File: src/design/qrs_pkg.sv
package qrs_pkg;

    // Fixed field widths
    localparam int FEATURE_W       = 19;
    localparam int RUN_W           = 8;
    localparam int WARM_W          = 16;
    localparam int WARM_CNT_W      = WARM_W + 1;
    localparam int DATA_W          = 32;
    localparam int ADDR_W          = 3;
    localparam int REG_IDX_W       = ADDR_W - 2;

    localparam int SAMPLE_BITS_DEF = 16;

    localparam logic [FEATURE_W-1:0] FEATURE_MAX = {FEATURE_W{1'b1}};

    // Register map, word index (byte address = 4 * index)
    localparam logic [REG_IDX_W-1:0] REG_PEAK_RUN = 1'b0;
    localparam logic [REG_IDX_W-1:0] REG_WARMUP   = 1'b1;

    localparam logic [RUN_W-1:0]  PEAK_RUN_RESET = 8'd8;
    localparam logic [WARM_W-1:0] WARMUP_RESET   = 16'd256;

endpackage

File: src/design/qrs_feature.sv
module qrs_feature #(
    parameter int SAMPLE_BITS = qrs_pkg::SAMPLE_BITS_DEF
) (
    input  logic signed [SAMPLE_BITS-1:0]  x0,
    input  logic signed [SAMPLE_BITS-1:0]  x1,
    input  logic signed [SAMPLE_BITS-1:0]  x2,
    input  logic signed [SAMPLE_BITS-1:0]  x3,
    input  logic signed [SAMPLE_BITS-1:0]  x4,
    output logic [qrs_pkg::FEATURE_W-1:0]  feature
);
    import qrs_pkg::*;

    localparam int DW    = SAMPLE_BITS + 1;
    localparam int D2W   = SAMPLE_BITS + 2;
    localparam int SUM_W = SAMPLE_BITS + 3;
    localparam int EXT_W = (SUM_W > FEATURE_W) ? SUM_W : FEATURE_W + 1;

    logic signed [DW-1:0]  d20;
    logic signed [DW-1:0]  d31;
    logic signed [DW-1:0]  d42;
    logic signed [D2W-1:0] dd;
    logic [DW-1:0]         a20;
    logic [DW-1:0]         a31;
    logic [DW-1:0]         a42;
    logic [D2W-1:0]        add;
    logic [EXT_W-1:0]      sum;

    // First differences, sign-extended by one bit so they cannot overflow
    assign d20 = {x2[SAMPLE_BITS-1], x2} - {x0[SAMPLE_BITS-1], x0};
    assign d31 = {x3[SAMPLE_BITS-1], x3} - {x1[SAMPLE_BITS-1], x1};
    assign d42 = {x4[SAMPLE_BITS-1], x4} - {x2[SAMPLE_BITS-1], x2};

    // Second difference x0 - 2*x2 + x4
    assign dd = {{2{x0[SAMPLE_BITS-1]}}, x0} + {{2{x4[SAMPLE_BITS-1]}}, x4}
              - {x2[SAMPLE_BITS-1], x2, 1'b0};

    assign a20 = d20[DW-1]  ? (~d20 + 1'b1) : d20;
    assign a31 = d31[DW-1]  ? (~d31 + 1'b1) : d31;
    assign a42 = d42[DW-1]  ? (~d42 + 1'b1) : d42;
    assign add = dd[D2W-1]  ? (~dd + 1'b1)  : dd;

    assign sum = EXT_W'(a20) + EXT_W'({a31, 1'b0}) + EXT_W'(a42) + EXT_W'(add);

    // Clamp to the feature range
    assign feature = (sum > EXT_W'(FEATURE_MAX)) ? FEATURE_MAX : sum[FEATURE_W-1:0];

endmodule

File: src/design/qrs_peak_detector.sv
// QRS peak detector, Ahlstrom-Tompkins style. Each accepted item is one signed ECG
// sample; together with the four previous samples it forms a five-sample window
// whose feature |x2-x0| + 2|x3-x1| + |x4-x2| + |x0-2x2+x4| (clamped to 19 bits) is
// reported with every result. The block tracks the largest feature seen since
// reset; the upper threshold is 0.8 of that peak and the lower one 0.1 of it, both
// tested exactly in integer form. The first warmup_length+1 samples only learn the
// peak; after that detecting is high, a feature at or above the upper threshold
// arms the detector, and a run of peak_run_length samples at or above the lower
// threshold raises beat on the sample that completes the run. Every sample gives
// exactly one result. Throughput is one item per clock unless the result stalls;
// each sample passes through the input register and then the result register,
// with all window, threshold and run logic sitting between the two. A stalled
// result holds both stages, so the input stalls only when both registers are full.
// Registers (APB, byte address): 0x0 peak_run_length (8 bits, reset 8, zero acts
// as one), 0x4 warmup_length (16 bits, reset 256). Write them only while idle.
module qrs_peak_detector #(
    parameter int SAMPLE_BITS = qrs_pkg::SAMPLE_BITS_DEF
) (
    input  logic                              clk,
    input  logic                              rst_n,
    // configuration port
    input  logic                              psel,
    input  logic                              penable,
    input  logic                              pwrite,
    input  logic [qrs_pkg::ADDR_W-1:0]        paddr,
    input  logic [qrs_pkg::DATA_W-1:0]        pwdata,
    output logic [qrs_pkg::DATA_W-1:0]        prdata,
    output logic                              pready,
    // sample channel
    input  logic                              sample_valid,
    output logic                              sample_stall,
    input  logic signed [SAMPLE_BITS-1:0]     sample,
    // result channel
    output logic                              result_valid,
    input  logic                              result_stall,
    output logic                              beat,
    output logic [qrs_pkg::FEATURE_W-1:0]     feature,
    output logic                              detecting
);
    import qrs_pkg::*;

    // configuration registers
    logic [RUN_W-1:0]     peak_run_reg;
    logic [WARM_W-1:0]    warmup_len_reg;
    logic [REG_IDX_W-1:0] cfg_idx;
    logic                 cfg_wr;

    // input stage
    logic                          a_valid_reg;
    logic signed [SAMPLE_BITS-1:0] a_sample_reg;
    logic                          a_load;
    logic                          b_adv;

    // detector state
    logic signed [SAMPLE_BITS-1:0] hist_reg [4];
    logic [FEATURE_W-1:0]          peak_reg;
    logic [FEATURE_W-1:0]          peak_next;
    logic                          armed_reg;
    logic                          armed_next;
    logic [RUN_W-1:0]              run_reg;
    logic [RUN_W-1:0]              run_next;
    logic [WARM_CNT_W-1:0]         warm_reg;
    logic [WARM_CNT_W-1:0]         warm_next;

    // result stage
    logic                 result_valid_reg;
    logic                 beat_reg;
    logic                 beat_next;
    logic                 det_reg;
    logic                 det_next;
    logic [FEATURE_W-1:0] feature_reg;

    logic [FEATURE_W-1:0] feat;
    logic [FEATURE_W+2:0] feat_x5;
    logic [FEATURE_W+2:0] peak_x4;
    logic [FEATURE_W+3:0] feat_x10;
    logic                 above_upper;
    logic                 above_lower;
    logic [RUN_W-1:0]     need;
    logic                 armed_tmp;

    //------------------------------------------------------------------
    // Configuration port: zero-wait, index taken from the word address
    //------------------------------------------------------------------
    assign pready  = 1'b1;
    assign cfg_idx = paddr[ADDR_W-1:2];
    assign cfg_wr  = psel && penable && pwrite && pready;

    always_ff @(posedge clk or negedge rst_n)
    begin
        if (!rst_n)
        begin
            peak_run_reg   <= PEAK_RUN_RESET;
            warmup_len_reg <= WARMUP_RESET;
        end
        else if (cfg_wr)
        begin
            case (cfg_idx)
                REG_PEAK_RUN: peak_run_reg   <= pwdata[RUN_W-1:0];
                REG_WARMUP:   warmup_len_reg <= pwdata[WARM_W-1:0];
                default:      ;
            endcase
        end
    end

    always_comb
    begin
        case (cfg_idx)
            REG_PEAK_RUN: prdata = DATA_W'(peak_run_reg);
            REG_WARMUP:   prdata = DATA_W'(warmup_len_reg);
            default:      prdata = '0;
        endcase
    end

    //------------------------------------------------------------------
    // Handshake: the result stage advances whenever the input stage holds
    // a sample and the result register is empty or being taken; the input stage refills in the same cycle.
    //------------------------------------------------------------------
    assign b_adv        = a_valid_reg && (!result_valid_reg || !result_stall);
    assign sample_stall = a_valid_reg && !b_adv;
    assign a_load       = sample_valid && !sample_stall;

    always_ff @(posedge clk or negedge rst_n)
    begin
        if (!rst_n)
        begin
            a_valid_reg <= 1'b0;
        end
        else if (a_load)
        begin
            a_valid_reg <= 1'b1;
        end
        else if (b_adv)
        begin
            a_valid_reg <= 1'b0;
        end
    end

    always_ff @(posedge clk)
    begin
        if (a_load)
        begin
            a_sample_reg <= sample;
        end
    end

    //------------------------------------------------------------------
    // Feature over the window: oldest history entry up to the new sample
    //------------------------------------------------------------------
    qrs_feature #(
        .SAMPLE_BITS (SAMPLE_BITS)
    ) u_feature (
        .x0      (hist_reg[0]),
        .x1      (hist_reg[1]),
        .x2      (hist_reg[2]),
        .x3      (hist_reg[3]),
        .x4      (a_sample_reg),
        .feature (feat)
    );

    //------------------------------------------------------------------
    // Thresholds and run logic. The peak is updated before the tests:
    // upper is 5*F >= 4*peak, lower is 10*F >= peak.
    //------------------------------------------------------------------
    assign peak_next   = (feat > peak_reg) ? feat : peak_reg;
    assign feat_x5     = (FEATURE_W+3)'(feat) + {feat, 2'b00};
    assign peak_x4     = (FEATURE_W+3)'({peak_next, 2'b00});
    assign feat_x10    = {feat_x5, 1'b0};
    assign above_upper = feat_x5 >= peak_x4;
    assign above_lower = feat_x10 >= (FEATURE_W+4)'(peak_next);
    // a zero run length acts as one
    assign need        = (peak_run_reg == '0) ? RUN_W'(1) : peak_run_reg;

    always_comb
    begin
        warm_next = warm_reg;
        run_next  = run_reg;
        armed_tmp = armed_reg;
        beat_next = 1'b0;
        det_next  = 1'b0;
        if (warm_reg <= WARM_CNT_W'(warmup_len_reg))
        begin
            // still learning: count up, saturating one past the length
            warm_next = warm_reg + 1'b1;
        end
        else
        begin
            det_next  = 1'b1;
            armed_tmp = armed_reg || above_upper;
            if (armed_tmp && above_lower)
            begin
                run_next = run_reg + 1'b1;
            end
            else
            begin
                run_next  = '0;
                armed_tmp = 1'b0;
            end
            if (armed_tmp && run_next >= need)
            begin
                // beat: drop the run and disarm
                beat_next = 1'b1;
                run_next  = '0;
                armed_tmp = 1'b0;
            end
        end
        armed_next = armed_tmp;
    end

    always_ff @(posedge clk or negedge rst_n)
    begin
        if (!rst_n)
        begin
            for (int i = 0; i < 4; i++)
            begin
                hist_reg[i] <= '0;
            end
            peak_reg  <= '0;
            armed_reg <= 1'b0;
            run_reg   <= '0;
            warm_reg  <= '0;
        end
        else if (b_adv)
        begin
            // advance the delay line, newest sample at the top
            for (int i = 0; i < 3; i++)
            begin
                hist_reg[i] <= hist_reg[i+1];
            end
            hist_reg[3] <= a_sample_reg;
            peak_reg    <= peak_next;
            armed_reg   <= armed_next;
            run_reg     <= run_next;
            warm_reg    <= warm_next;
        end
    end

    //------------------------------------------------------------------
    // Result register
    //------------------------------------------------------------------
    always_ff @(posedge clk or negedge rst_n)
    begin
        if (!rst_n)
        begin
            result_valid_reg <= 1'b0;
        end
        else if (b_adv)
        begin
            result_valid_reg <= 1'b1;
        end
        else if (!result_stall)
        begin
            result_valid_reg <= 1'b0;
        end
    end

    always_ff @(posedge clk)
    begin
        if (b_adv)
        begin
            beat_reg    <= beat_next;
            det_reg     <= det_next;
            feature_reg <= feat;
        end
    end

    assign result_valid = result_valid_reg;
    assign beat         = beat_reg;
    assign detecting    = det_reg;
    assign feature      = feature_reg;

    //------------------------------------------------------------------
    // Checks
    //------------------------------------------------------------------
    // the tracked peak never falls
    assert property (@(posedge clk) disable iff (!rst_n)
        1'b1 |=> peak_reg >= $past(peak_reg))
        else $error("feature peak decreased");

    // a reported feature never exceeds the peak it was tested against
    assert property (@(posedge clk) disable iff (!rst_n)
        result_valid_reg |-> feature_reg <= peak_reg)
        else $error("result feature above tracked peak");

    // a beat leaves the detector disarmed with an empty run
    assert property (@(posedge clk) disable iff (!rst_n)
        (b_adv && beat_next) |=> (!armed_reg && run_reg == '0))
        else $error("detector not cleared after beat");

    // a beat only comes out of an active detector
    assert property (@(posedge clk) disable iff (!rst_n)
        (result_valid_reg && beat_reg) |-> det_reg)
        else $error("beat outside detection");

    // the input side stalls only with both stages full
    assert property (@(posedge clk) disable iff (!rst_n)
        sample_stall |-> (a_valid_reg && result_valid_reg && result_stall))
        else $error("input stalled with room in the pipeline");

endmodule
File: config.mk
export PLATFORM = sky130hd
export DESIGN_NAME = qrs_peak_detector
export DESIGN_NICKNAME = d
export VERILOG_FILES = /design/src/design/qrs_pkg.sv /design/src/design/qrs_feature.sv /design/src/design/qrs_peak_detector.sv
export SDC_FILE = /design/constraint.sdc
export NUM_CORES = 1
export LEC_CHECK = 0
export BUFFER_PORTS_ARGS = -buffer_cell sky130_fd_sc_hd__buf_2
export CAP_MARGIN = 20
export CORE_MARGIN = 4
export CORE_UTILIZATION = 30
export CTS_CLUSTER_SIZE = 40
export DETAILED_ROUTE_END_ITERATION = 16
export GPL_TIMING_DRIVEN = 0
export PLACE_DENSITY = 0.46
export REMOVE_ABC_BUFFERS = 1
export SYNTH_ARGS = -nofsm -noshare
export SYNTH_HDL_FRONTEND = slang
export SYNTH_SLANG_ARGS = --single-unit
File: constraint.sdc
create_clock -name clk -period 13.4 [get_ports clk]
set_clock_uncertainty 0.05 [all_clocks]
set_input_delay 0 -clock clk [delete_from_list [all_inputs] [get_ports clk]]
set_output_delay 0 -clock clk [all_outputs]
set_load 0.01 [all_outputs]
==> results of run 1 <==
worst paths after layout:
check | to | cells after the start | startpoint
worst max-delay path | run_reg[5] | 64 | hist_reg[16]
worst min-delay path | a_sample_reg[5] | 2 | sample[5]
max in group asynchronous | hist_reg[52] | 4 | rst_n
worst max register to register | run_reg[5] | 64 | hist_reg[16]
min in group asynchronous | hist_reg[3] | 3 | rst_n
worst min register to register | hist_reg[51] | 2 | hist_reg[35]
area by class of cell:
type | count | area, um^2 | share of cell area [%]
well taps | 696 | 871 | 4.47
multi-input cells | 1482 | 11400 | 58.5
inverters | 207 | 782 | 4.01
repair buffers | 183 | 1410 | 7.25
clock inverters | 8 | 61.3 | 0.314
flip-flops and latches | 172 | 4490 | 23.0
clock buffers | 24 | 473 | 2.43
metal layers:
metal  up-vias  GRT usage [%]  wire, um
met2       141           24.6     20600
met4         0           5.67      1160
met5         -              0         0
met1      6477           20.7     21900
li1       6903              -         -
met3        39           2.64      1070
through the flow:
step	instances	instance area, um^2	utilization (%)	hold WS [ps]
after detailed placement	2640	17500	32.5	-62.1
after global placement	2632	17300	32.2	129
after CTS	2735	18800	34.9	118
after floorplan	1858	16100	-	-346
final	2772	19500	36.2	170
after global routing	2772	19500	36.2	150
critical path, delay by kind of cell (launching register included):
family	cells	cell delay (ps)
compound gates	32	6100
flops	1	400
simple gates	16	2730
xor+xnor	2	320
fa+ha+maj	8	2340
buf+inv	6	700
kinds of logic (layout without fill, tap and decap cells):
family,after synthesis,after routing,share of synthesized area [%]
simple gates,544,544,16.1
compound gates,470,473,17.8
buf+inv,259,422,6.46
fa+ha+maj,242,242,20.4
flops,172,172,27.6
xor+xnor,170,170,9.14
mux,36,36,2.43
other cells,2,17,0.0461
repair_timing:
action                                  4_1_cts  5_1_grt
resized for setup                            40       97
hold buffers                                 38        0
endpoints found under the setup margin       10       10
endpoints found under the hold margin       175        0
cloned                                        1        4
buffers inserted                             24       33
pin swaps                                    14       50
layout by cell type, fill, tap and decap left out, types with 32 or more instances in the layout:
master	instances
ha_1	193
buf_4	56
buf_2	78
xor2_1	46
nor2_1	123
dfrtp_1	133
nand3_1	32
inv_1	204
nand2_1	168
edfxtp_1	37
fa_1	36
a21o_1	32
dlygate4sd3_1	37
xnor2_1	122
a21oi_1	100
o21ai_0	150
==> summary.md, run 1 <==
| Metric | Value |
|---|---|
| Die Y | 241 um |
| Total CTS buffers | 17 |
| Clk sink count | 172 |
| Gr ovfl total | 0 |
| Synth top cells by count | 206 x inv_1, 203 x ha_1, 182 x nand2_1 |
| Sequential-to-total area share from yosys stat | 27.6% |
| Max stage delay on crit path | 540 ps |
| Endpoint class of the critical path | flop |
| Vias per inst | 4.89 |
| DP HPWL | 34,400 um |
| Vias in the first global route | 13,415 |
| Max_cap viols | 0 |
| H-tree levels | 4 |
| Kind of critical path | reg -> reg |
| Post-synth ARST share | 78.5% |
| Mapped Avg Cell Area | 8.60 um^2 |
| CP required | 13,740 ps |
| Remaining DRCs | 0 |
| Pins Over Slew Limit | 0 |
| Startpoint types | flop |
| I/O Buffers | 78 |
| Post-route setup slack | 639 ps |
| TNS Setup | 0 ps |
| Ant. Diodes | 0 |
| Post-layout net count | 2,363 |
| Avg WL per Cell | 16.1 um |
| Via Count | 13,560 |
| Synth unique cells | 79 |
| Fraction of layout cells with a size suffix above 1 | 15.7% |
| Clock Path Buffers | 2 |
| Post-synth EDFFs | 37 |
| Gr usage total | 15.3% |
| Synth warn | 0 |
| Tmin final | 12,760 ps |
| Final hold violations | 0 |
| Max reg flops | 64 |
| Initial antenna violation count | 0 |
| Worst-Margin Slew | 1010 ps |
| First-pass GRT wire length | 70,400 um |
| Clock latency at the later pin of the worst-skew pair | 480 ps |
| Fillers | 5,439 |
| Top cell type's share of synthesized area | 20.4% |
| Rel. slew slack | 32.3% |
| Largest net degree at the start of global routing | 93 |
| WP data arrival | 13,100 ps |
| Clock Pin Slew Worst Setup and Hold Paths | 70 ps |
| ANT nets after route | 0 |
| Dominant cell type by area after synthesis | dfrtp_1 |
| Drt total wl | 44,700 um |
| Finish-stage setup viols | 0 |
| Cells after Synth | 1,895 |
| Highest clock rate | 0.0784 GHz |
| Crit path max-delay cell type | fa_1 |
| GP Congestion | 0.855 |
| FF+latch count, synth | 172 |
| Num ports | 114 |
| Die area | 58,100 um^2 |
| Synthesized area | 16,300 um^2 |
| CP Max Fanout | 8 |
| Most frequently used flop master after synthesis | dfrtp_1 |
| Most numerous cell in the Yosys netlist | inv_1 |
| Root buffer cell | clkbuf_16 |
| Class of the worst hold path | in -> reg |
| R2R setup slack | 640 ps |
| TritonRoute pass-1 iters | 5 |
| Starting Density | 30.3% |
| Outcome | complete, no violations |
| CTS tree | done |
| Initial DRC Count | 544 |
| Area contributors post-synth | dfrtp_1 20%, ha_1 16%, edfxtp_1 6.8%, xnor2_1 6.6%, o21ai_0 4.9% |
| Rows | 85 |
| Final period utilization | 95.2% |
| Core Area | 53,800 um^2 |
| Die W | 241 um |
| DP Worst Slack | -4180 ps |
| Area delta synth->final | 19.7% |
Power of run 1 is left out: the tool's default activity adds up to more than one toggle a clock period on the data nets, which glitch-free logic cannot reach.
==> inputs of run 2 (changes only) <==
--- a/config.mk
+++ b/config.mk
@@ -5,14 +5,15 @@
 export SDC_FILE = /design/constraint.sdc
 export NUM_CORES = 1
 export LEC_CHECK = 0
+export ABC_AREA = 1
 export BUFFER_PORTS_ARGS = -buffer_cell sky130_fd_sc_hd__buf_2
 export CAP_MARGIN = 20
 export CORE_MARGIN = 4
-export CORE_UTILIZATION = 30
+export CORE_UTILIZATION = 38
 export CTS_CLUSTER_SIZE = 40
 export DETAILED_ROUTE_END_ITERATION = 16
 export GPL_TIMING_DRIVEN = 0
-export PLACE_DENSITY = 0.46
+export PLACE_DENSITY = 0.55
 export REMOVE_ABC_BUFFERS = 1
 export SYNTH_ARGS = -nofsm -noshare
 export SYNTH_HDL_FRONTEND = slang
==> summary.md, run 2 <==
| Metric | Value |
|---|---|
| ANT nets after route | 0 (unchanged) |
| Fillers | 4,824 (was 5,439) |
| Avg WL per Cell | 15.0 um (was 16.1 um) |
| Pins Over Slew Limit | 0 (unchanged) |
| GP Congestion | 0.903 (was 0.855) |
| Failing checks | hold timing |
| Clock latency at the later pin of the worst-skew pair | 500 ps (was 480 ps) |
| Largest net degree at the start of global routing | 87 (was 93) |
| RSZ-0062 raised after global routing | no |
| Rel. slew slack | 38.0% (was 32.3%) |
| Max stage delay on crit path | 540 ps (about the same) |
| Outcome | finished, violations left (was complete, no violations) |
| CTS tree | done (unchanged) |
| Num ports | 114 (unchanged) |
| Most numerous cell in the Yosys netlist | nand2_1 (was inv_1) |
| R2R setup slack | 1050 ps (was 640 ps) |
| Synth top cells by count | 615 x nand2_1, 399 x inv_1, 203 x ha_1 (was 206 x inv_1, 203 x ha_1, 182 x nand2_1) |
| Vias per inst | 4.90 (was 4.89) |
| Most frequently used flop master after synthesis | dfrtp_1 (unchanged) |
| Ant. Diodes | 0 (unchanged) |
| CP required | 13,780 ps (was 13,740 ps) |
| Sequential-to-total area share from yosys stat | 25.6% (was 27.6%) |
| Max reg flops | 64 (unchanged) |
| Initial DRC Count | 1,092 (was 544) |
| FF/Latch Area | 4490 um^2 (unchanged) |
| Post-synth ARST share | 78.5% (unchanged) |
| Initial antenna violation count | 0 (unchanged) |
| Crit path max-delay cell type | fa_1 (unchanged) |
| Synth warn | 0 (unchanged) |
| Met2 Track Usage GR | 30.5% (was 24.6%) |
| Design Area, Final | 19,600 um^2 (was 19,500 um^2) |
| Dominant cell type by area after synthesis | dfrtp_1 (unchanged) |
| H-tree levels | 4 (unchanged) |
| Max_cap viols | 0 (unchanged) |
| Vias in the first global route | 14,811 (was 13,415) |
| FF+latch count, synth | 172 (unchanged) |
| Drt total wl | 47,400 um (was 44,700 um) |
| Worst-Margin Slew | 928 ps (was 1010 ps) |
| Post-layout net count | 2,842 (was 2,363) |
| Reg2reg path depth | 69 (was 64) |
| Highest clock rate | 0.0810 GHz (was 0.0784 GHz) |
| Placed Area | 18,600 um^2 (was 17,500 um^2) |
| Clk sink count | 172 (unchanged) |
| Crit path to | run_reg[7] (was run_reg[5]) |
| Die area | 49,700 um^2 (was 58,100 um^2) |
| Die W | 223 um (was 241 um) |
| Synthesized area | 17,600 um^2 (was 16,300 um^2) |
| Rows | 78 (was 85) |
| Area of the multi-input gates | 11,300 um^2 (was 11,400 um^2) |
| Final period utilization | 92.2% (was 95.2%) |
| Gr ovfl total | 0 (unchanged) |
| Finish-stage setup viols | 0 (unchanged) |
| TNS Setup | 0 ps (unchanged) |
| Fraction of layout cells with a size suffix above 1 | 7.63% (was 15.7%) |
| Endpoint class of the critical path | flop (unchanged) |
| Most frequent CP cell | nand2_1 |
| Clock Path Buffers | 2 (unchanged) |
| Commonest non-fill, non-tap cells in the layout | 613 x nand2_1, 397 x inv_1, 203 x ha_1 (was 204 x inv_1, 193 x ha_1, 168 x nand2_1) |
| Post-synth EDFFs | 37 (unchanged) |
| Starting Density | 38.6% (was 30.3%) |
| TritonRoute pass-1 iters | 5 (unchanged) |
| Area delta synth->final | 11.5% (was 19.7%) |
| I/O Buffers | 78 (unchanged) |
| Final hold violations | 3 (was 0) |
| Area contributors post-synth | dfrtp_1 19%, ha_1 14%, nand2_1 13%, inv_1 8.5%, edfxtp_1 6.3% (was dfrtp_1 20%, ha_1 16%, edfxtp_1 6.8%, xnor2_1 6.6%, o21ai_0 4.9%) |
| CP Max Fanout | 29 (was 8) |
| Class of the worst hold path | in -> async (was in -> reg) |
| Total CTS buffers | 17 (unchanged) |
| WP data arrival | 12,730 ps (was 13,100 ps) |
| GRT met3 Usage | 2.97% (was 2.64%) |
| Commonest non-fill, non-tap cell in the layout | nand2_1 (was inv_1) |
| First-pass GRT wire length | 77,500 um (was 70,400 um) |
| Tmin final | 12,350 ps (was 12,760 ps) |
| Mapped Avg Cell Area | 7.21 um^2 (was 8.60 um^2) |
| Post-route insts no fill | 3,155 (was 2,772) |
| Startpoint types | flop (unchanged) |
| Kind of critical path | reg -> reg (unchanged) |
| Placed Cells | 3,082 (was 2,640) |
| Core Area | 45,500 um^2 (was 53,800 um^2) |
| Top cell type's share of synthesized area | 19.0% (was 20.4%) |
| Root buffer cell | clkbuf_16 (unchanged) |
| Via Count | 15,459 (was 13,560) |
| DP HPWL | 38,900 um (was 34,400 um) |
| Crit. Startpoint | hist_reg[16] (unchanged) |
| Cells after Synth | 2,435 (was 1,895) |
| Worst hold margin | -8.98 ps (was 170 ps) |
| Critical R2R Capture | run_reg[7] (was run_reg[5]) |
| Die Y | 223 um (was 241 um) |
| Remaining DRCs | 0 (unchanged) |
| Met1 Track Usage GR | 27.8% (was 20.7%) |
| Synth unique cells | 62 (was 79) |
| Top Usage Layer GRT | met2 (unchanged) |
| R2R Path Start | hist_reg[16] (unchanged) |
| Gr usage total | 19.3% (was 15.3%) |
| Clock Pin Slew Worst Setup and Hold Paths | 70 ps (about the same) |
## run 2: worst min path at each step
stage | endpoint | slack [ps] | start
CTS | hist_reg[51] | 9 | rst_n
finish | hist_reg[51] | -9 | rst_n
detailed placement | hist_reg[51] | -30 | rst_n
global placement | a_sample_reg[6] | 130 | sample[6]
global route | hist_reg[51] | 40 | rst_n
floorplan | a_valid_reg | -350 | rst_n
## run 2: layer usage
metal  vias to the layer above  part of all wire (%)  routed length, um
li1                       8042                     -                  -
met1                      7097                    50              23800
met2                       278                    44              20900
met3                        42                   4.0               1920
met4                         0                   1.6                746
met5                         -                     0                  0
## run 2: what timing repair did
| item | in CTS | in global routing |
|---|---|---|
| hold endpoints to repair | 176 | 0 |
| hold buffers | 37 | 0 |
| gates resized for setup | 0 | 19 |
| endpoints found under the setup margin | 0 | 10 |
| buffers inserted | 0 | 4 |
## run 2: metrics by stage
step	setup slack (ps)	hold WS (ps)	utilization, %
floorplan	3170	-346	-
detailed placement	219	-25.6	40.8
finish	1050	-8.98	43.0
CTS	175	8.66	42.9
global route	25.3	37.9	43.0
global placement	268	126	40.6
## run 2: cell families after synthesis
| logic type | after synthesis | synth area share [%] |
|---|---|---|
| AO/OA/AOI/OAI | 392 | 12.4 |
| XOR/XNOR | 157 | 8.13 |
| adder cells (fa/ha/maj) | 242 | 18.9 |
| buffers and inverters | 460 | 10.4 |
| flip-flops | 172 | 25.6 |
| multiplexers | 2 | 0.114 |
| other | 2 | 0.0428 |
| AND/OR/NAND/NOR | 1008 | 24.5 |
## run 2: layout make-up
type	instances	area share (%)
clock buffers	19	2.37
clock inverters	13	0.530
inverters	411	7.94
multi-input cells	1818	57.9
flip-flops and latches	172	22.9
well taps	600	3.83
repair buffers	122	4.45
## run 2: worst max-delay path, delay by kind of cell (launching register included)
kind	cells	cell delay [ps]
xor+xnor	1	100
simple gates	40	5430
compound gates	10	2130
buf+inv	9	950
flops	1	440
fa+ha+maj	9	3150
Power of run 2 is left out for the same reason.
